<file path="src/rtl/core/srcs_pkg.sv">
// Shared constants and codes for the segment/rectangle clip splitter.
// No dependencies; all other files but srcs_if import this package.
package srcs_pkg;

    localparam int COORD_BITS_DEF = 16;
    localparam int APB_ADDR_W     = 4;
    localparam int APB_DATA_W     = 32;
    localparam int LANES          = 4;

    typedef enum logic [1:0] {
        REG_CENTER_X    = 2'd0,
        REG_CENTER_Y    = 2'd1,
        REG_HALF_WIDTH  = 2'd2,
        REG_HALF_HEIGHT = 2'd3
    } reg_idx_t;

endpackage

</file>
<file path="src/rtl/core/srcs_regs.sv">
// APB register file for the clip rectangle and the saturated bounds.
// Depends on srcs_pkg.
module srcs_regs
    import srcs_pkg::*;
#(
    parameter int COORD_BITS = COORD_BITS_DEF
)
(
    input  logic                         clk,
    input  logic                         rst_n,
    input  logic                         psel,
    input  logic                         penable,
    input  logic                         pwrite,
    input  logic [APB_ADDR_W-1:0]        paddr,
    input  logic [APB_DATA_W-1:0]        pwdata,
    output logic [APB_DATA_W-1:0]        prdata,
    output logic                         pready,
    output logic signed [COORD_BITS-1:0] x_min,
    output logic signed [COORD_BITS-1:0] x_max,
    output logic signed [COORD_BITS-1:0] y_min,
    output logic signed [COORD_BITS-1:0] y_max
);

    localparam int CW = COORD_BITS;

    logic [CW-1:0] center_x_reg;
    logic [CW-1:0] center_y_reg;
    logic [CW-2:0] half_w_reg;
    logic [CW-2:0] half_h_reg;
    reg_idx_t      idx;
    logic          wr;

    function automatic logic [CW-1:0] sat_bound(input logic [CW-1:0] c,
                                                input logic [CW-2:0] h,
                                                input logic sub);
        logic [CW:0] ce;
        logic [CW:0] he;
        logic [CW:0] s;
        logic [CW-1:0] r;
        ce = {c[CW-1], c};
        he = {2'b00, h};
        s  = sub ? ce - he : ce + he;
        if (s[CW] != s[CW-1])
            r = s[CW] ? {1'b1, {(CW-1){1'b0}}} : {1'b0, {(CW-1){1'b1}}};
        else
            r = s[CW-1:0];
        return r;
    endfunction

    assign pready = 1'b1;
    assign wr     = psel && penable && pwrite;
    assign idx    = reg_idx_t'(paddr[APB_ADDR_W-1:2]);

    always_ff @(posedge clk or negedge rst_n)
    begin
        if (!rst_n)
        begin
            center_x_reg <= '0;
            center_y_reg <= '0;
            half_w_reg   <= '0;
            half_h_reg   <= '0;
        end
        else if (wr)
        begin
            unique case (idx)
                REG_CENTER_X:    center_x_reg <= pwdata[CW-1:0];
                REG_CENTER_Y:    center_y_reg <= pwdata[CW-1:0];
                REG_HALF_WIDTH:  half_w_reg   <= pwdata[CW-2:0];
                REG_HALF_HEIGHT: half_h_reg   <= pwdata[CW-2:0];
            endcase
        end
    end

    assign x_min = $signed(sat_bound(center_x_reg, half_w_reg, 1'b1));
    assign x_max = $signed(sat_bound(center_x_reg, half_w_reg, 1'b0));
    assign y_min = $signed(sat_bound(center_y_reg, half_h_reg, 1'b1));
    assign y_max = $signed(sat_bound(center_y_reg, half_h_reg, 1'b0));

    always_comb
    begin
        unique case (idx)
            REG_CENTER_X:    prdata = APB_DATA_W'(center_x_reg);
            REG_CENTER_Y:    prdata = APB_DATA_W'(center_y_reg);
            REG_HALF_WIDTH:  prdata = APB_DATA_W'(half_w_reg);
            REG_HALF_HEIGHT: prdata = APB_DATA_W'(half_h_reg);
        endcase
    end

endmodule

</file>
<file path="config.mk">
export PLATFORM = sky130hd
export DESIGN_NAME = srcs_regs
export DESIGN_NICKNAME = d
export VERILOG_FILES = /design/src/rtl/core/srcs_pkg.sv /design/src/rtl/core/srcs_regs.sv
export SDC_FILE = /design/constraint.sdc
export NUM_CORES = 1
export LEC_CHECK = 0
export ABC_AREA = 1
export BUFFER_PORTS_ARGS = -buffer_cell sky130_fd_sc_hd__buf_2
export CAP_MARGIN = 30
export CORE_MARGIN = 4
export CORE_UTILIZATION = 52
export CTS_BUF_LIST = sky130_fd_sc_hd__clkbuf_4 sky130_fd_sc_hd__clkbuf_8 sky130_fd_sc_hd__clkbuf_16
export CTS_CLUSTER_SIZE = 20
export DETAILED_ROUTE_END_ITERATION = 8
export PLACE_DENSITY_LB_ADDON = 0.15
export SLEW_MARGIN = 20
export SYNTH_ARGS = -nofsm -noshare
export SYNTH_HDL_FRONTEND = slang
export SYNTH_SLANG_ARGS = --single-unit
</file>
<file path="constraint.sdc">
create_clock -name clk -period 2.3 [get_ports clk]
set_input_delay 0.46 -clock clk [delete_from_list [all_inputs] [get_ports clk]]
set_output_delay 0.46 -clock clk [all_outputs]
set_load 0.03 [all_outputs]
</file>
# Word-level counts from Yosys, hierarchy flattened
# Index checks and enable logic that the tools add are counted.
# totals
word_cells	31
out_inout_bits	97
ff_bits	62
inputBits	41
# op_classes
n_eq_ne	7
n_reduce_logical	7
n_addsub	4
mux	9
# op_table
op	count
2-to-1 mux 16 bit	8
case mux 32 bit (4 select lines)	1
adder 16 x 16 -> 17 bit	2
subtractor 16 x 16 -> 17 bit	2
AND reduction 2 bit	4
== test 2 bit (second input constant)	2
inequality test 1 bit	4
== test 2 x 1 -> 1 bit (second input constant)	1
logical AND 1 bit	2
zero test 2 bit	1

# Longest topological paths before layout
# Gate-level depths: netlist of run 1.
# depth
depth_word	3
depth_mapped	16
ltp_nobuf	14

# Least setup slack after synthesis of run 1
# No wires, ideal clock.
# synth_path
path_type	flip-flop to output port
startpoint	reg half_h_reg[0]
endpoint	out y_max[0]
path_buffers	0
arrival_ps	2351
stages_incl_launch_ff	11
required_time_ps	1840
path_slack_ps	-511
cell_sequence	dfrtp_1 -> ha_1 -> inv_1 -> fa_1 -> o21ai_0 -> nand3_1 -> nand2_1 -> a21oi_2 -> nand3_2 -> inv_1 -> o21ai_0
# synth_between
elab_chain_cells	3
word_cells_on_any_way	4
cone_classes	add/sub: 1; eq/ne: 1; mux: 2
# synth_lines
item	line_no	source
from (decl)	srcs_regs.sv:29	logic [CW-2:0] half_h_reg;
from (signal assigned)	srcs_regs.sv:69	REG_HALF_HEIGHT: half_h_reg <= pwdata[CW-2:0];
adder 16 x 16 -> 17 bit (*)	srcs_regs.sv:42	s = sub ? ce - he : ce + he;
2-to-1 mux 16 bit or inequality test 1 bit (tied branches)	srcs_regs.sv:44, srcs_regs.sv:43	
2-to-1 mux 16 bit (*)	srcs_regs.sv:43	if (s[CW] != s[CW-1])
to (decl)	srcs_regs.sv:21	output logic signed [COORD_BITS-1:0] y_max
# Every way passes the cells marked *; elsewhere a longest branch is shown, timed or not.

# Worst setup path after layout of run 1
# layout_path
startpoint	reg center_y_reg[0]
endpoint	out y_min[6]
# layout_between
elab_chain_cells	3
word_cells_on_any_way	4
cone_classes	add/sub: 1; eq/ne: 1; mux: 2
# layout_lines
item	line_no	source
from (decl)	srcs_regs.sv:27	logic [CW-1:0] center_y_reg;
from (signal assigned)	srcs_regs.sv:67	REG_CENTER_Y: center_y_reg <= pwdata[CW-1:0];
subtractor 16 x 16 -> 17 bit (*)	n/a	
2-to-1 mux 16 bit or inequality test 1 bit (tied branches)	srcs_regs.sv:44, srcs_regs.sv:43	
2-to-1 mux 16 bit (*)	srcs_regs.sv:43	
to (decl)	srcs_regs.sv:20	output logic signed [COORD_BITS-1:0] y_min,
# Marks and branches as above.

==> reports/metrics.cfg, run 1 <==
[outcome]
status = finished with violations
violations = design-rule violations, negative setup slack

[placement]
dp_hpwl_mm = 18.3
placed_area_um2 = 10000
place_congestion = 0.943
dp_slack_ps = -413
io_buffers = 102

[yosys]
syn_avg_cell_area_um2 = 6.29
yosysWarnings = 0
synth_area_um2 = 6990
ys_types = 42
synth_flop_cell = dfrtp_1
synth_edf_count = 0
synth.largest_area_cell = dfrtp_1
synth_seq_cells = 62
synth_async_sr_flop_share = 1.00
synth_cells = 1112
yosys.area.top_type_share = 0.222
synth_top_cells_by_area = dfrtp_1 22%, nand2_1 20%, ha_1 11%
yosysSeqAreaShare = 0.222

[pwr]
p_leak_nw = 6.26
ir_worst_vdd_mv = 0.973
power_density_nw_per_um2 = 1480

[clocking]
cts_tree = built
clock_latency_ps = 340
cts.sinks = 62
cts_made_buffers = 9
cts.clk_slew.worst_paths_ps = 60
h-tree-depth = 3
cts.path.max_buffers = 2
clockRootBuffer = clkbuf_16

[route]
vias = 10100
ant_nets = 0
drtPass1Iterations = 9
totalWireLength_mm = 35.2
first_iter_violations = 1384
vias_per_cell = 6.07
drc_errors = 9
wl_per_cell_um = 21.2

[grt]
antenna_found_initial = 1
globalRouteOverflowTotal = 0
track_usage = 0.375
grt_pass1_wl_mm = 45.2
grt_max_degree = 63
grt_pass1_vias = 9156

[setup_path]
startpoint_type = flop
worst_path_most_repeated_cell = nand2_2
critPathRequiredTime_ps = 1840
cp_max_fo = 3
critPathBufInv = 4
critPathSlowestCell = fa_2
crit_arrival_ps = 2930
crit_path_end_kind = primary output
crit_chain = inv_2 -> ha_4 -> inv_4 -> fa_2 -> nand2_2 -> nand2_2 -> buf_4 -> nand4_1 -> nand2_2 -> xor2_1 -> nand2_2 -> nand2_2 -> buf_6
critPathTopFamily = adder cells
slowest_delay_ps = 500
crit_type = flop to primary output

[timing]
fmax_ghz = 0.295
slew_headroom = 0.624
fin_worst_skew_ps = 0
min_period_over_period = 1.47
worst-slew-pin-transition_ps = 562
hold_violations = 0
timing.final.crit_period_ps = 3390
setup_slack_ps = -1090
slew_violations = 0
finalSetupViolations = 64
rsz0062_at_grt = yes

[job]
cap_violations = 0

[floorplanning]
rows = 42
io_pins = 138
die_h_um = 124
core_um2 = 13200
dieArea_um2 = 15400
die_width_um = 124
start_util = 0.530

[layout]
synthToLayoutAreaGrowth_pct = 69.9
finalInstanceArea_um2 = 11900
drive_gt1_frac = 0.448
final_nets = 1582
n_fill_cell = 567

[worst_hold_path]
min_path_type = input port to async pin

[through the flow]
stage                     TNS (ps)  std cells  utilization  power [mW]  hold WS (ps)
after CTS                   -36570       1648        0.872        15.7           153
after floorplan              -7320       1127            -        8.55           164
after global placement      -18950       1612        0.761        12.0           494
final                       -53000       1658        0.901        17.6           138
after detailed placement    -21680       1612        0.761        12.2           501
after global routing        -57490       1658        0.901        18.2           167
[power breakdown]
group,leakage [nW],total (mW),switching [mW],internal [mW]
Combinational,5.34,14.7,8.38,6.27
Sequential,0.786,1.54,0.223,1.32
Clock,0.137,1.36,0.529,0.830
Total,6.26,17.6,9.13,8.42
[timing repair]
item | 4_1_cts | 5_1_grt
hold buffers | 0 | 0
endpoints found under the hold margin | 0 | 0
pin swaps | 60 | 47
setup endpoints to repair | 64 | 64
gates resized for setup | 265 | 72
setup buffers | 17 | 12
gates cloned | 6 | 0
[cell usage after synthesis (all sizes together), types with 10 or more instances]
cell and number:
clkbuf 16, a21oi 50, inv 155, buf 43, nand4 12, nor3 10
nand2 397, nand3 76, xor2 22, o2111ai 15, dfrtp 62, ha 60
nor2 70, o21ai 83
[cell type report]
cell class / instances / area, µm² / share of cell area
repair buffers: 396 / 3330 / 0.280
multi-input cells: 853 / 5900 / 0.497
clock buffers: 9 / 225 / 0.0190
inverters: 155 / 584 / 0.0492
flip-flops and latches: 62 / 1550 / 0.131
clock inverters: 6 / 63.8 / 0.00537
well taps: 176 / 220 / 0.0185
diodes: 1 / 2.50 / 0.000211
[path summary, 6_finish.rpt]
| kind | start | end | slack, ps | cells past startpoint |
|---|---|---|---|---|
| min | rst_n | half_h_reg[0] | 140 | 2 |
| min reg2reg | half_h_reg[9] | half_h_reg[9] | 590 | 3 |
| min in group clk | pwdata[14] | center_x_reg[14] | 460 | 3 |
| max in group asynchronous | rst_n | center_x_reg[9] | 1860 | 2 |
| max reg2reg | center_y_reg[1] | center_y_reg[1] | 1190 | 4 |
| max | center_y_reg[0] | y_min[6] | -1090 | 13 |
[cell usage in the layout (no fill, tap or decap), types with 3 or more instances in the layout]
| cell | count |
|---|---|
| nor2_2 | 7 |
| buf_2 | 39 |
| buf_12 | 7 |
| dfrtp_1 | 61 |
| ha_1 | 30 |
| a21oi_2 | 13 |
| nand3_2 | 13 |
| o21ai_4 | 4 |
| buf_16 | 4 |
| fa_2 | 4 |
| nand2_2 | 63 |
| xor2_1 | 22 |
| ha_4 | 25 |
| nand3_1 | 39 |
| nand4_1 | 12 |
| nor2_1 | 61 |
| o21a_4 | 3 |
| inv_2 | 28 |
| xnor2_1 | 4 |
| nand3_4 | 26 |
| a21oi_4 | 5 |
| and2_1 | 5 |
| conb_1 | 17 |
| o21ai_0 | 69 |
| o2111ai_1 | 15 |
| o21bai_1 | 5 |
| inv_1 | 126 |
| clkbuf_16 | 9 |
| nand2_1 | 296 |
| nand2_8 | 7 |
| buf_4 | 267 |
| or2_2 | 3 |
| a21oi_1 | 32 |
| buf_6 | 78 |
| nor3_1 | 6 |
| nand2_4 | 31 |
| o21ai_1 | 8 |
| ha_2 | 5 |
[logic make-up (layout without fill, tap and decap cells)]
kind of cell | count (synthesis) | in the layout | synth area share
xor+xnor | 26 | 26 | 0.0326
other cells | 2 | 18 | 0.00107
buf+inv | 214 | 566 | 0.137
compound gates | 162 | 162 | 0.132
fa+ha+maj | 64 | 64 | 0.119
flops | 62 | 62 | 0.222
simple gates | 582 | 584 | 0.356
[worst reg2reg max path, stage by stage, from the launching register on]
cell and delay (ps):
dfrtp_1 390, buf_4 170, buf_4 140, nand2_1 100, o21ai_0 160
[layer usage]
metal  global-route usage  wire [µm]  vias to the layer above  share of wire
met5                    0          0                        -              0
li1                     -          -                     4223              -
met2                0.614      15600                      927           0.44
met4                0.170       2830                        0          0.081
met1                0.465      12300                     4602           0.35
met3               0.0949       4430                      312           0.13
No activity file was read; power rests on OpenSTA's default activity.
==> inputs of run 2 (changes only) <==
- CORE_UTILIZATION: 52 -> 57
- clock period: 2.3 -> 3.25 ns (I/O delays scaled with it)
==> reports/metrics.cfg, run 2 (synthesis gave the netlist of run 1 again) <==
[route]
totalWireLength_mm = 20.0  ; -43%
drtPass1Iterations = 5  ; -4
wl_per_cell_um = 14.7  ; -31%
first_iter_violations = 665  ; -52%
drc_errors = 0  ; -9
vias_per_cell = 5.41  ; -11%
vias = 7338  ; -27%
ant_nets = 0  ; unchanged

[placement]
place_congestion = 0.961  ; +1.9%
placed_area_um2 = 7460  ; -26%
io_buffers = 102  ; unchanged
dp_hpwl_mm = 14.9  ; -19%
dp_slack_ps = 165  ; +578 ps

[clocking]
cts_hold_buf = 0  ; unchanged
cts.path.max_buffers = 2  ; unchanged
cts.sinks = 62  ; unchanged
clockRootBuffer = clkbuf_16
clock_latency_ps = 320  ; -20 ps
cts_made_buffers = 9  ; unchanged
cts.clk_slew.worst_paths_ps = 50  ; about the same
h-tree-depth = 3  ; unchanged
cts_tree = built

[timing]
slew_headroom = 0.389  ; -0.235
hold_violations = 0  ; unchanged
fin_worst_skew_ps = 0  ; unchanged
min_period_over_period = 0.971
fmax_ghz = 0.317
worst-slew-pin-transition_ps = 914  ; +352 ps
setup-tns-final_ps = 0  ; +53,000 ps
setup_slack_ps = 93.1  ; +1180 ps
timing.final.crit_period_ps = 3160
finalSetupViolations = 0  ; -100%
slew_violations = 0  ; unchanged

[layout]
final_nets = 1311  ; -17%
layout_common_cells = 353 x nand2_1, 138 x inv_1, 80 x o21ai_0, 80 x buf_2, 66 x nor2_1
insertedDiodeCount = 0  ; -1
finalInstanceArea_um2 = 8500  ; -28%
n_fill_cell = 1087  ; +92%
final_common_cell = nand2_1
drive_gt1_frac = 0.227  ; -0.221
synthToLayoutAreaGrowth_pct = 21.6

[grt]
grt_pass1_wl_mm = 31.5  ; -30%
grt_pass1_vias = 6623  ; -28%
grt_max_degree = 63  ; unchanged
track_usage = 0.267  ; -0.108
antenna_found_initial = 0  ; -1
globalRouteOverflowTotal = 0  ; unchanged

[floorplanning]
die_h_um = 119  ; -4.2%
die_width_um = 119  ; -4.2%
dieArea_um2 = 14100  ; -8.2%
rows = 40  ; -4.8%
start_util = 0.582  ; +0.0520
io_pins = 138  ; unchanged
core_um2 = 12000  ; -8.9%

[pwr]
power_density_nw_per_um2 = 953  ; -35%
p_total_mw = 8.10  ; -54%
p_leak_nw = 4.62  ; -26%
ir_worst_vdd_mv = 0.677  ; -30%

[setup_path]
crit_type = flop to primary output
cp_max_fo = 8  ; +5
startpoint_type = flop
critPathRequiredTime_ps = 2600  ; +760 ps
crit_path_end_kind = primary output
crit_arrival_ps = 2510  ; -420 ps

[worst_hold_path]
min_path_type = input port to async pin

[job]
cap_violations = 0  ; unchanged

[outcome]
status = finished, final reports clean

-- run 2: cell types whose count changed in the layout (fill, tap and decap cells not counted), sizes merged --
cell      before  now
clkbuf         9   18
clkinv         3    1
bufinv         1    0
clkinvlp       2    0
nand3         78   79
diode          1    0
buf          396  119
-- run 2: stage by stage --
stage	cells	util	hold WS (ps)
floorplan	1127	-	354
global placement	1330	0.621	494
detailed placement	1330	0.621	498
CTS	1349	0.654	510
global route	1356	0.708	556
finish	1356	0.708	479
-- run 2: cell type report --
| type | count | area, µm² | share of cell area |
|---|---|---|---|
| multi-input cells | 854 | 5100 | 0.600 |
| flip-flops and latches | 62 | 1560 | 0.183 |
| repair buffers | 124 | 798 | 0.0939 |
| inverters | 155 | 582 | 0.0684 |
| clock buffers | 13 | 274 | 0.0322 |
| well taps | 147 | 184 | 0.0216 |
| clock inverters | 1 | 5.00 | 0.000589 |
-- run 2: path summary, 6_finish.rpt --
| path | cells past startpoint | slack (ps) | end | from |
|---|---|---|---|---|
| hold reg to reg | 2 | 510 | half_h_reg[6] | half_h_reg[6] |
| max in group asynchronous | 2 | 2190 | center_y_reg[15] | rst_n |
| setup reg to reg | 2 | 2360 | center_x_reg[15] | center_x_reg[15] |
| hold / removal | 2 | 480 | center_y_reg[0] | rst_n |
| min in group clk | 2 | 510 | half_h_reg[6] | half_h_reg[6] |
| setup / recovery | 11 | 90 | x_max[4] | half_w_reg[6] |
-- run 2: critical path, stage by stage (launching register included) --
cell and delay [ps]:
dfrtp_1 410, inv_1 110, ha_4 240, o21ai_0 420
a21oi_1 140, nand2_4 140, nand3_4 80, nand2_2 120
nand2_4 90, nand3_4 200, nand2_2 70, buf_6 140
-- run 2: where the power goes --
group          internal (mW)  switching [mW]
Clock                  0.576           0.320
Combinational           2.08            3.97
Sequential             0.933           0.223
-- run 2: repair_timing --
item	4_1_cts	5_1_grt
gates cloned	2	1
buffers inserted	3	5
gates resized for setup	19	161
endpoints found under the setup margin	60	60
pin swaps	3	22
-- run 2: routing by layer --
metal / global-route usage / vias up / wire length, µm / part of all wire
li1: - / 3676 / - / -
met1: 0.385 / 3367 / 9010 / 0.45
met2: 0.427 / 276 / 9180 / 0.46
met3: 0.0459 / 19 / 1630 / 0.082
met4: 0.0449 / 0 / 161 / 0.0081
met5: 0 / - / 0 / 0
