<file path="src/rtl/core/srcs_pkg.sv">
// Shared constants and codes for the segment/rectangle clip splitter.
// No dependencies; all other files but srcs_if import this package.
package srcs_pkg;

    localparam int COORD_BITS_DEF = 16;
    localparam int APB_ADDR_W     = 4;
    localparam int APB_DATA_W     = 32;
    localparam int LANES          = 4;

    typedef enum logic [1:0] {
        REG_CENTER_X    = 2'd0,
        REG_CENTER_Y    = 2'd1,
        REG_HALF_WIDTH  = 2'd2,
        REG_HALF_HEIGHT = 2'd3
    } reg_idx_t;

endpackage

</file>
<file path="src/rtl/core/srcs_if.sv">


interface srcs_piece_if #(parameter int COORD_BITS = 16);
    logic                         valid;
    logic                         ready;
    logic signed [COORD_BITS-1:0] piece_start_x;
    logic signed [COORD_BITS-1:0] piece_start_y;
    logic signed [COORD_BITS-1:0] piece_end_x;
    logic signed [COORD_BITS-1:0] piece_end_y;
    logic                         is_inside;
    logic                         last_piece;

    modport source (output valid, piece_start_x, piece_start_y, piece_end_x, piece_end_y,
                    is_inside, last_piece, input ready);
    modport sink   (input valid, piece_start_x, piece_start_y, piece_end_x, piece_end_y,
                    is_inside, last_piece, output ready);
endinterface

</file>
<file path="src/rtl/core/srcs_split.sv">
// Crossing points, piece list, and the output register that sends one piece
// per transfer. Depends on srcs_pkg and srcs_piece_if.
module srcs_split
    import srcs_pkg::*;
#(
    parameter int COORD_BITS = COORD_BITS_DEF,
    parameter int SIDE_W     = 4 * COORD_BITS_DEF + 3
)
(
    input  logic                  clk,
    input  logic                  rst_n,
    input  logic                  in_valid,
    input  logic [COORD_BITS:0]   quot [LANES],
    input  logic [SIDE_W-1:0]     side,
    output logic                  take,
    srcs_piece_if.source          piece
);

    localparam int CW = COORD_BITS;

    function automatic logic [CW-1:0] along(input logic [CW-1:0] base,
                                            input logic neg,
                                            input logic [CW:0] off);
        logic [CW+1:0] b;
        logic [CW+1:0] o;
        logic [CW+1:0] s;
        b = {{2{base[CW-1]}}, base};
        o = {1'b0, off};
        s = neg ? b - o : b + o;
        return s[CW-1:0];
    endfunction

    logic [CW-1:0] sx0, sy0, sx1, sy1, ax, ay, bx, by;
    logic          hit, negx, negy;

    logic [CW-1:0] n_ax [3];
    logic [CW-1:0] n_ay [3];
    logic [CW-1:0] n_bx [3];
    logic [CW-1:0] n_by [3];
    logic [2:0]    n_ins;
    logic [2:0]    n_keep;

    logic [CW-1:0] p_ax_reg [3];
    logic [CW-1:0] p_ay_reg [3];
    logic [CW-1:0] p_bx_reg [3];
    logic [CW-1:0] p_by_reg [3];
    logic [2:0]    ins_reg;
    logic [2:0]    keep_reg;

    logic          out_valid_reg;
    logic [CW-1:0] o_ax_reg, o_ay_reg, o_bx_reg, o_by_reg;
    logic          o_ins_reg, o_last_reg;

    logic [1:0]    sel;
    logic [2:0]    keep_after;
    logic          load_out;

    assign sy1  = side[CW-1:0];
    assign sx1  = side[2*CW-1:CW];
    assign sy0  = side[3*CW-1:2*CW];
    assign sx0  = side[4*CW-1:3*CW];
    assign negy = side[4*CW];
    assign negx = side[4*CW+1];
    assign hit  = side[4*CW+2];

    always_comb
    begin
        ax = along(sx0, negx, quot[0]);
        ay = along(sy0, negy, quot[1]);
        bx = along(sx0, negx, quot[2]);
        by = along(sy0, negy, quot[3]);

        n_ax[0] = sx0; n_ay[0] = sy0; n_bx[0] = ax;  n_by[0] = ay;
        n_ax[1] = ax;  n_ay[1] = ay;  n_bx[1] = bx;  n_by[1] = by;
        n_ax[2] = bx;  n_ay[2] = by;  n_bx[2] = sx1; n_by[2] = sy1;
        n_ins   = 3'b010;
        n_keep  = {(bx != sx1) || (by != sy1),
                   (ax != bx) || (ay != by),
                   (sx0 != ax) || (sy0 != ay)};
        if (!hit || n_keep == 3'b000)
        begin
            n_bx[0] = sx1;
            n_by[0] = sy1;
            n_ins   = {2'b00, hit};
            n_keep  = 3'b001;
        end
    end

    always_comb
    begin
        if (keep_reg[0])
            sel = 2'd0;
        else if (keep_reg[1])
            sel = 2'd1;
        else
            sel = 2'd2;
        keep_after      = keep_reg;
        keep_after[sel] = 1'b0;
    end

    assign load_out = (keep_reg != 3'b000) && (!out_valid_reg || piece.ready);
    assign take     = (keep_reg == 3'b000) || (load_out && keep_after == 3'b000);

    always_ff @(posedge clk or negedge rst_n)
    begin
        if (!rst_n)
        begin
            keep_reg      <= 3'b000;
            out_valid_reg <= 1'b0;
        end
        else
        begin
            if (take)
                keep_reg <= in_valid ? n_keep : 3'b000;
            else if (load_out)
                keep_reg <= keep_after;
            if (!out_valid_reg || piece.ready)
                out_valid_reg <= load_out;
        end
    end

    always_ff @(posedge clk)
    begin
        if (take && in_valid)
        begin
            p_ax_reg <= n_ax;
            p_ay_reg <= n_ay;
            p_bx_reg <= n_bx;
            p_by_reg <= n_by;
            ins_reg  <= n_ins;
        end
        if (load_out)
        begin
            o_ax_reg   <= p_ax_reg[sel];
            o_ay_reg   <= p_ay_reg[sel];
            o_bx_reg   <= p_bx_reg[sel];
            o_by_reg   <= p_by_reg[sel];
            o_ins_reg  <= ins_reg[sel];
            o_last_reg <= (keep_after == 3'b000);
        end
    end

    assign piece.valid         = out_valid_reg;
    assign piece.piece_start_x = $signed(o_ax_reg);
    assign piece.piece_start_y = $signed(o_ay_reg);
    assign piece.piece_end_x   = $signed(o_bx_reg);
    assign piece.piece_end_y   = $signed(o_by_reg);
    assign piece.is_inside     = o_ins_reg;
    assign piece.last_piece    = o_last_reg;

endmodule

</file>
<file path="src/flat_wrapper.sv">
// flat-port wrapper written by rule: the top's interface ports become plain ports
module srcs_split_flat import srcs_pkg::*;
#(
    parameter int COORD_BITS = COORD_BITS_DEF,
    parameter int SIDE_W     = 4 * COORD_BITS_DEF + 3
)
  (clk, rst_n, in_valid, quot, side, take, piece_valid, piece_piece_start_x, piece_piece_start_y, piece_piece_end_x, piece_piece_end_y, piece_is_inside, piece_last_piece, piece_ready);
  srcs_piece_if #(.COORD_BITS(COORD_BITS)) piece_i ();
  input  logic clk;
  input  logic rst_n;
  input  logic in_valid;
  input  logic [COORD_BITS:0] quot[LANES];
  input  logic [SIDE_W-1:0] side;
  output logic take;
  output wire logic [$bits(piece_i.valid)-1:0] piece_valid;
  output wire logic [$bits(piece_i.piece_start_x)-1:0] piece_piece_start_x;
  output wire logic [$bits(piece_i.piece_start_y)-1:0] piece_piece_start_y;
  output wire logic [$bits(piece_i.piece_end_x)-1:0] piece_piece_end_x;
  output wire logic [$bits(piece_i.piece_end_y)-1:0] piece_piece_end_y;
  output wire logic [$bits(piece_i.is_inside)-1:0] piece_is_inside;
  output wire logic [$bits(piece_i.last_piece)-1:0] piece_last_piece;
  input wire logic [$bits(piece_i.ready)-1:0] piece_ready;
  assign piece_valid = piece_i.valid;
  assign piece_piece_start_x = piece_i.piece_start_x;
  assign piece_piece_start_y = piece_i.piece_start_y;
  assign piece_piece_end_x = piece_i.piece_end_x;
  assign piece_piece_end_y = piece_i.piece_end_y;
  assign piece_is_inside = piece_i.is_inside;
  assign piece_last_piece = piece_i.last_piece;
  assign piece_i.ready = piece_ready;
  srcs_split #(.COORD_BITS(COORD_BITS), .SIDE_W(SIDE_W)) u_core (.clk(clk), .rst_n(rst_n), .in_valid(in_valid), .quot(quot), .side(side), .take(take), .piece(piece_i));
endmodule
</file>
<file path="config.mk">
export PLATFORM = sky130hd
export DESIGN_NAME = srcs_split_flat
export DESIGN_NICKNAME = d
export VERILOG_FILES = /design/src/rtl/core/srcs_pkg.sv /design/src/rtl/core/srcs_if.sv /design/src/rtl/core/srcs_split.sv /design/src/flat_wrapper.sv
export SDC_FILE = /design/constraint.sdc
export NUM_CORES = 1
export LEC_CHECK = 0
export BUFFER_PORTS_ARGS = -buffer_cell sky130_fd_sc_hd__buf_4
export CAP_MARGIN = 20
export CORE_MARGIN = 2
export CORE_UTILIZATION = 45
export CTS_BUF_LIST = sky130_fd_sc_hd__clkbuf_2 sky130_fd_sc_hd__clkbuf_4 sky130_fd_sc_hd__clkbuf_8
export DETAILED_ROUTE_END_ITERATION = 10
export PLACE_DENSITY = 0.62
export SYNTH_ARGS = -nofsm -noshare
export SYNTH_HDL_FRONTEND = slang
export SYNTH_SLANG_ARGS = --single-unit
</file>
<file path="constraint.sdc">
create_clock -name clk -period 5.46 [get_ports clk]
set_clock_uncertainty 0.2 [all_clocks]
set_input_delay 0.819 -clock clk [delete_from_list [all_inputs] [get_ports clk]]
set_output_delay 0.819 -clock clk [all_outputs]
set_load 0.02 [all_outputs]
</file>
* Word-level counts from Yosys, hierarchy flattened *
Cells that the tools add are included.

cells by class
  add/subtract/negate cells = 8
  $lt $le $gt $ge = 3
  eq/ne operators = 6
  muxes and demuxes = 29
  bitwise gates (word level) = 3
  reduce and logical (&&, ||, !) cells = 17

operator list
  operator              number
  $mux W16              14
  $bmux W16 S2          4
  $ne A16 B16 Y1        6
  $add A16 B16 Y16      4
  $sub A16 B16 Y16      4
  $mux W3               4
  $logic_not A3 Y1      3
  $logic_or A1 B1 Y1    6
  $mux W2               3
  $logic_and A1 B1 Y1   4
  $and A3 B3 Y3         1
  $ge A3 B3 Y1 const B  1
  $lt A2 B3 Y1 const B  1
  $not A2 Y3            1
  $not A3 Y3            1
  $reduce_bool A3 Y1    1
  $bmux W1 S2           1
  $demux W1 S2          1
  $ge A2 B1 Y1 const B  1
  $logic_not A1 Y1      2
  $mux W1               2
  $reduce_bool A2 Y1    1

storage, ports and cells
  register bits = 233
  input bits = 139
  output and inout port bits = 68
  logic and storage cells = 86

* Longest topological paths before layout *
Gate-level depths: netlist of run 1.

  depth in word-level cells = 12
  depth in mapped cells = 23
  mapped depth without buffers = 20

* Worst setup path before layout of run 1 *
OpenSTA, ideal clock, no wires.

  kind = input -> register
  start = input port piece_ready
  end = register u_core.keep_reg[0]
  library setup time = 0.065 ns
  arrival time = 5.627 ns
  required time = 5.195 ns
  setup slack = -0.432 ns
  cell stages on the path = 7
  buffers on the path = 0
  cell sequence = nor2b_1 maj3_1 o21ai_0 nand2_1 inv_1 and3_1 a211o_1

between the ends
  cells in the longest elaborated chain, start to end = 5
  elaborated cells between the ends (all ways) = 6
  those cells by class = 1 x mux; 5 x reduce/logical

RTL lines
  item                                           line                text
  start, declared                                flat_wrapper.sv:22  input wire logic [$bits(piece_i.ready)-1:0] piece_ready;
  $logic_or A1 B1 Y1 *                           srcs_split.sv:101   assign load_out = (keep_reg != 3'b000) && (!out_valid_reg || piece.ready);
  $logic_and A1 B1 Y1 *                          srcs_split.sv:101
  $logic_and A1 B1 Y1 *                          srcs_split.sv:102   assign take = (keep_reg == 3'b000) || (load_out && keep_after == 3'b000);
  $logic_or A1 B1 Y1 *                           srcs_split.sv:102
  via take                                       flat_wrapper.sv:14  output logic take;
  $mux W3 or $reduce_bool A2 Y1 (tied branches)  -
  end signal, assigned                           srcs_split.sv:114   keep_reg <= in_valid ? n_keep : 3'b000;
  end signal, assigned                           srcs_split.sv:116   keep_reg <= keep_after;
  end, declared                                  srcs_split.sv:48    logic [2:0] keep_reg;

The timed path passes the listed nets; every way through them passes the cells marked *.
A chain may end at the register's enable or synchronous reset.

==> results.ini, run 1 <==
[placement]
gp_congestion=0.938
io_buffers=202
hpwl_um=45400
dp_cells=2608
place_ws_ns=-0.500

[global_route]
grt_max_degree=116
overflow=0
track_usage_pct=28.3
grt_first_pass_wirelength_um=82600
grt_antenna_before_repair=3
grt_pass1_vias=14614

[critical_path]
critical_path.startpoint=quot[39]
crit_chain=buf_4 > or4_1 > nor2_1 > buf_4 > nor2_1 > xnor2_1 > ha_1 > buf_4 > and4_1 > o21ai_0 > a221oi_2 > buf_4 > xnor2_1 > nand4_1 > or4b_4 > nor4_4 > a31o_4 > inv_2 > buf_12 > mux2_2
cp_common_cell=buf_4
endpoint_kind=flip-flop
worstPathMaxFanout=15
critical_path_class=in -> reg
cp-endpoint=u_core.p_by_reg[41]
reg2reg_slack_ns=2.65
r2r_cells=7
r2r-end=u_core.keep_reg[0]
cp.required_ns=5.53
worstPathArrival_ns=5.38
reg2reg_from=u_core.piece.valid
max_stage_delay_ns=0.56
cp_slowest_cell=or4_1
start_kind=primary input

[layout]
seq_area_um2=6950
fin_cells=2671
final_cell_mix=buf_4, edfxtp_1, nand2_1
final_nets=2386
multiInputGateArea_um2=9120
syn_to_final_growth_pct=33.2
drive_above_1_share_pct=32.9
num-fill-cells=3142
antenna_cells=0
layout_commonest_cell=buf_4

[synthesis]
ys_ff_latch=232
synth_cell_types=97
synth_top_area_share_pct=41.3
syn_area_um2=16600
synth_edf_count=228
synth-seq-area-share_pct=41.9
synthArstFlopShare_pct=1.72
synthTopCellsByArea=edfxtp_1, xnor2_1, ha_1
yosys_warnings=0
avgSynthCellArea_um2=10.2
yosys.area.top_type=edfxtp_1
synth_cells=1626
synthesis.nets=1833
synthFlopType=edfxtp_1

[power]
combPwrFrac_pct=49.5
clkPwrFrac_pct=15.8
power_density_nw_per_um2=407
vdd_drop_max_uv=227
p_leak_nw=9.16
power_frac_seq_pct=34.7
p_int_mw=5.56
switching_share_pct=38.2
switching_power_mw=3.43

[floorplan]
core.rowCount=70
io_pins=207
die_area_um2=38400
initial_core_util_pct=45.5
core_um2=36400
fp.dieW_um=196
die_h_um=196

[detailed_routing]
ant_nets=0
vias=14973
drt_pre_antenna_iters=5
routed_wl_um=55200
wl_per_cell_um=20.7
drtIter0Drc=952
viasPerCell=5.61
drc_errors=0

[clocking]
clk_latency_ns=0.55
cts_buffers=36
root_buffer=clkbuf_8
cts_tree=done
clockBufferDepth=3
clkTransAtPathRegs_ns=0.07
cts.sink_count=232
post_cts_buffers=0
ctsHtreeMaxLevel=2

[timing]
fin_crit_sh_pct=97.2
setup_ws_ns=0.153
slew_violations=0
setup_viol=0
fmax_mhz=188
slew_headroom_pct=25.3
hold_viol=0
final.min_clock_period_ns=5.31
rsz0062_at_grt=false
tightest_slew_ns=1.12

[run]
cap_violations=0

[hold_path]
hold_path.class=in -> reg

[run_status]
outcome=completed

critical path, delay by kind of cell:
kind / cells / cell delay, ns
buffers and inverters: 6 / 0.85
AO/OA/AOI/OAI: 3 / 0.82
AND/OR/NAND/NOR: 7 / 1.93
XOR/XNOR: 2 / 0.29
adder cells (fa/ha/maj): 1 / 0.37
multiplexers: 1 / 0.29
area by class of cell:
cell class / instances / share of cell area [%]
clock buffers: 42 / 2.48
clock inverters: 20 / 0.663
inverters: 60 / 1.04
multi-input cells: 1259 / 41.3
flip-flops and latches: 232 / 31.5
well taps: 468 / 2.65
repair buffers: 590 / 20.4
power by group through the flow:
stage          clock network [mW]  logic [mW]  registers (mW)
3_5_place_dp                    0        4.42            3.16
3_3_place_gp                    0        4.36            3.14
6_report                     1.42        4.45            3.12
2_1_floorplan                   0        2.10            3.48
4_1_cts                      1.45        4.43            3.13
5_1_grt                      1.52        4.77            3.18
stage by stage:
stage | utilization [%] | setup TNS (ns) | instance area, um^2 | hold WS, ns | power [mW]
2_1_floorplan | - | 0 | 16600 | 0.300 | 5.58
3_3_place_gp | 58.6 | -15.24 | 21300 | 0.312 | 7.50
3_5_place_dp | 58.6 | -15.57 | 21300 | 0.314 | 7.58
4_1_cts | 60.5 | 0 | 22000 | 0.264 | 9.01
5_1_grt | 60.6 | 0 | 22100 | 0.268 | 9.48
6_report | 60.6 | 0 | 22100 | 0.288 | 8.99
cell families after synthesis:
family | after synthesis | synth area share, %
and+or+nand+nor | 505 | 16.0
AOI/OAI and AO/OA | 406 | 16.3
DFF | 232 | 41.9
xor gates and xnor gates | 168 | 9.83
buffers and inverters | 135 | 3.43
muxes | 111 | 7.15
adders and majority gates | 69 | 5.37
metal layers:
metal / wire, um / global-route usage [%] / vias up / share of wire (%)
met3: 3380 / 2.82 / 78 / 6.1
met4: 1510 / 8.73 / 0 / 2.7
li1: - / - / 7260 / -
met2: 25000 / 46.6 / 483 / 45
met1: 25300 / 39.7 / 7152 / 46
met5: 0 / 0 / - / 0
how the worst min path moves through the flow:
stage	startpoint	end	slack, ns	depth (start not counted)
2_1_floorplan	u_core.ins_reg[0]	u_core.piece.is_inside	0.30	2
3_3_place_gp	u_core.p_bx_reg[46]	u_core.piece.piece_end_x[14]	0.31	2
3_5_place_dp	u_core.p_ax_reg[39]	u_core.piece.piece_start_x[7]	0.31	2
4_1_cts	side[13]	u_core.p_by_reg[13]	0.26	1
5_1_grt	side[13]	u_core.p_by_reg[13]	0.27	1
6_report	side[31]	u_core.p_bx_reg[15]	0.29	1
synth_stat cells (all sizes together) (6+ instances only):
| cell type | instances |
|---|---|
| nor2b | 20 |
| nor4 | 24 |
| nand4 | 24 |
| mux2i | 76 |
| mux2 | 35 |
| nand2 | 129 |
| a21o | 23 |
| or4 | 11 |
| or3 | 11 |
| buf | 25 |
| inv | 60 |
| xor2 | 45 |
| and4 | 10 |
| and2 | 22 |
| o2111a | 7 |
| a211oi | 15 |
| o221ai | 6 |
| o2111ai | 13 |
| clkbuf | 50 |
| nor4b | 10 |
| a21boi | 6 |
| xnor2 | 112 |
| o21a | 12 |
| nand3 | 22 |
| ha | 64 |
| a21oi | 107 |
| o21ai | 115 |
| nor2 | 104 |
| a31oi | 11 |
| edfxtp | 228 |
| o311ai | 8 |
| o211ai | 17 |
| and3 | 9 |
| nand2b | 13 |
| nor3 | 58 |
| a221oi | 10 |
| nor3b | 9 |
| nand4b | 7 |
| xnor3 | 6 |
what timing repair did:
action / 4_1_cts / 5_1_grt
resized for setup: 0 / 11
endpoints found under the setup margin: 0 / 32
hold endpoints to repair: 4 / 0
hold buffers: 1 / 0
(Power assumes the default switching activity.)
==> run 2, diff against run 1 <==
- BUFFER_PORTS_ARGS: -buffer_cell sky130_fd_sc_hd__buf_4 -> -buffer_cell sky130_fd_sc_hd__buf_2
- PLACE_DENSITY: 0.62 -> not set
- PLACE_DENSITY_LB_ADDON: not set -> 0.12
- RECOVER_POWER: not set -> 50
==> run 2 against run 1 <==
The flow now finishes with violations (max-capacitance violations, max-slew violations). Power fell by 3.0%. Cell count rose by 0.71%. Count of clock-buffer cells in the layout rose by 3. Critical endpoint is now u_core.p_by_reg[43]. Highest routed layer is now met5. Final area fell by 2.6%. Maximum frequency rose by 0.14%.
==> results.ini, run 2 (synthesis gave the netlist of run 1 again) <==
[run_status]
outcome=complete, but fails checks
violations=max-capacitance violations, max-slew violations

[hold_path]
hold_path.class=reg -> reg

[layout]
final_nets=2407
antenna_cells=0
fin_cells=2690
design_area_um2=21500
drive_above_1_share_pct=27.1
layout_commonest_cell=buf_4
final_util_pct=59.0
syn_to_final_growth_pct=29.7
final_cell_mix=buf_4, edfxtp_1, clkbuf_1

[placement]
io_buffers=202
dp_cells=2627
dpl_cell_area_um2=21000
gp_congestion=0.918
hpwl_um=46300

[clocking]
clockBufferDepth=3
clk_latency_ns=0.53
cts_buffers=36
root_buffer=clkbuf_8
cts_tree=done
clkTransAtPathRegs_ns=0.06
ctsHtreeMaxLevel=2
cts.sink_count=232

[floorplan]
die_area_um2=38400
core_um2=36400
initial_core_util_pct=45.5
core.rowCount=70
io_pins=207
die_h_um=196
fp.dieW_um=196

[global_route]
grt_first_pass_wirelength_um=83800
grt_pass1_vias=14666
overflow=0
grt_antenna_before_repair=2
track_usage_pct=28.9
grt_max_degree=164

[run]
cap_violations=1

[critical_path]
worstPathArrival_ns=5.35
critical_path_class=in -> reg
reg2reg_slack_ns=0.71
cp.required_ns=5.51
start_kind=primary input
worstPathMaxFanout=16
endpoint_kind=flip-flop

[power]
switching_share_pct=39.3
power_density_nw_per_um2=406
p_int_mw=5.29
p_leak_nw=8.69
vdd_drop_max_uv=338
power_frac_seq_pct=36.0
combPwrFrac_pct=48.3
switching_power_mw=3.43
clkPwrFrac_pct=15.7

[timing]
finalSetupTns_ns=0
fin_crit_sh_pct=97.1
slew_headroom_pct=-50.7
final.hold.worst_slack_ns=0.320
hold_viol=0
setup_viol=0
slew_violations=29
tightest_slew_ns=2.25
final.min_clock_period_ns=5.30
fmax_mhz=189

[detailed_routing]
drt_pre_antenna_iters=5
ant_nets=0
routed_wl_um=56300
wl_per_cell_um=20.9
drc_errors=0
viasPerCell=5.62
drtIter0Drc=1208
vias=15108

[run 2: what timing repair did]
action,CTS,global route
endpoints found under the setup margin,0,33
resized for setup,0,15
setup buffers,0,1
hold buffers,1,0
hold endpoints to repair,4,0
[run 2: cell type report]
class	count	area, um^2
Clock buffer	45	569
Clock inverter	15	91.3
Fill cell	3256	14900
Inverter	60	229
Multi-Input combinational cell	1259	9140
Sequential cell	232	6950
Tap cell	468	586
Timing Repair Buffer	611	3940
[run 2: final timing paths]
check | cells after the start | start | end
setup reg to reg | 3 | u_core.keep_reg[0] | u_core.piece.piece_end_y[8]
min in group asynchronous | 2 | rst_n | u_core.piece.valid
setup / recovery | 20 | quot[39] | u_core.p_by_reg[43]
hold reg to reg | 2 | u_core.p_ay_reg[45] | u_core.piece.piece_start_y[13]
max in group asynchronous | 2 | rst_n | u_core.keep_reg[1]
hold / removal | 2 | u_core.p_ay_reg[45] | u_core.piece.piece_start_y[13]
[run 2: through the flow]
stage,power (mW),worst slack (ns)
final,8.72,0.161
after CTS,8.81,0.0533
after global routing,9.22,-0.0649
after detailed placement,7.43,-0.496
after global placement,7.36,-0.387
after floorplan,5.58,0.00424
[run 2: worst max-delay path: stages]
cell and delay [ns]:
buf_2 0.10, or4_1 0.58, nor2_2 0.14, buf_4 0.13, nor2_1 0.04, xnor2_1 0.13
ha_1 0.34, buf_4 0.15, and3_1 0.21, buf_4 0.13, o2111ai_1 0.21, a31oi_1 0.54
or3_1 0.22, nand4_1 0.10, or4b_4 0.53, nor4_4 0.26, a31o_4 0.19, inv_2 0.07
buf_12 0.16, mux2_2 0.28
[run 2: power by group through the flow]
stage | clock network, mW | logic [mW] | registers, mW
3_3_place_gp | 0 | 4.21 | 3.15
4_1_cts | 1.41 | 4.27 | 3.13
5_1_grt | 1.47 | 4.54 | 3.21
2_1_floorplan | 0 | 2.10 | 3.48
3_5_place_dp | 0 | 4.26 | 3.17
6_report | 1.37 | 4.21 | 3.14
[run 2: layer usage]
layer / vias up / routed length, um / track usage, %
met5: - / 8 / 0
met4: 2 / 1040 / 6.85
li1: 7309 / - / -
met1: 7278 / 26300 / 41.4
met2: 458 / 25600 / 47.1
met3: 61 / 3420 / 3.40
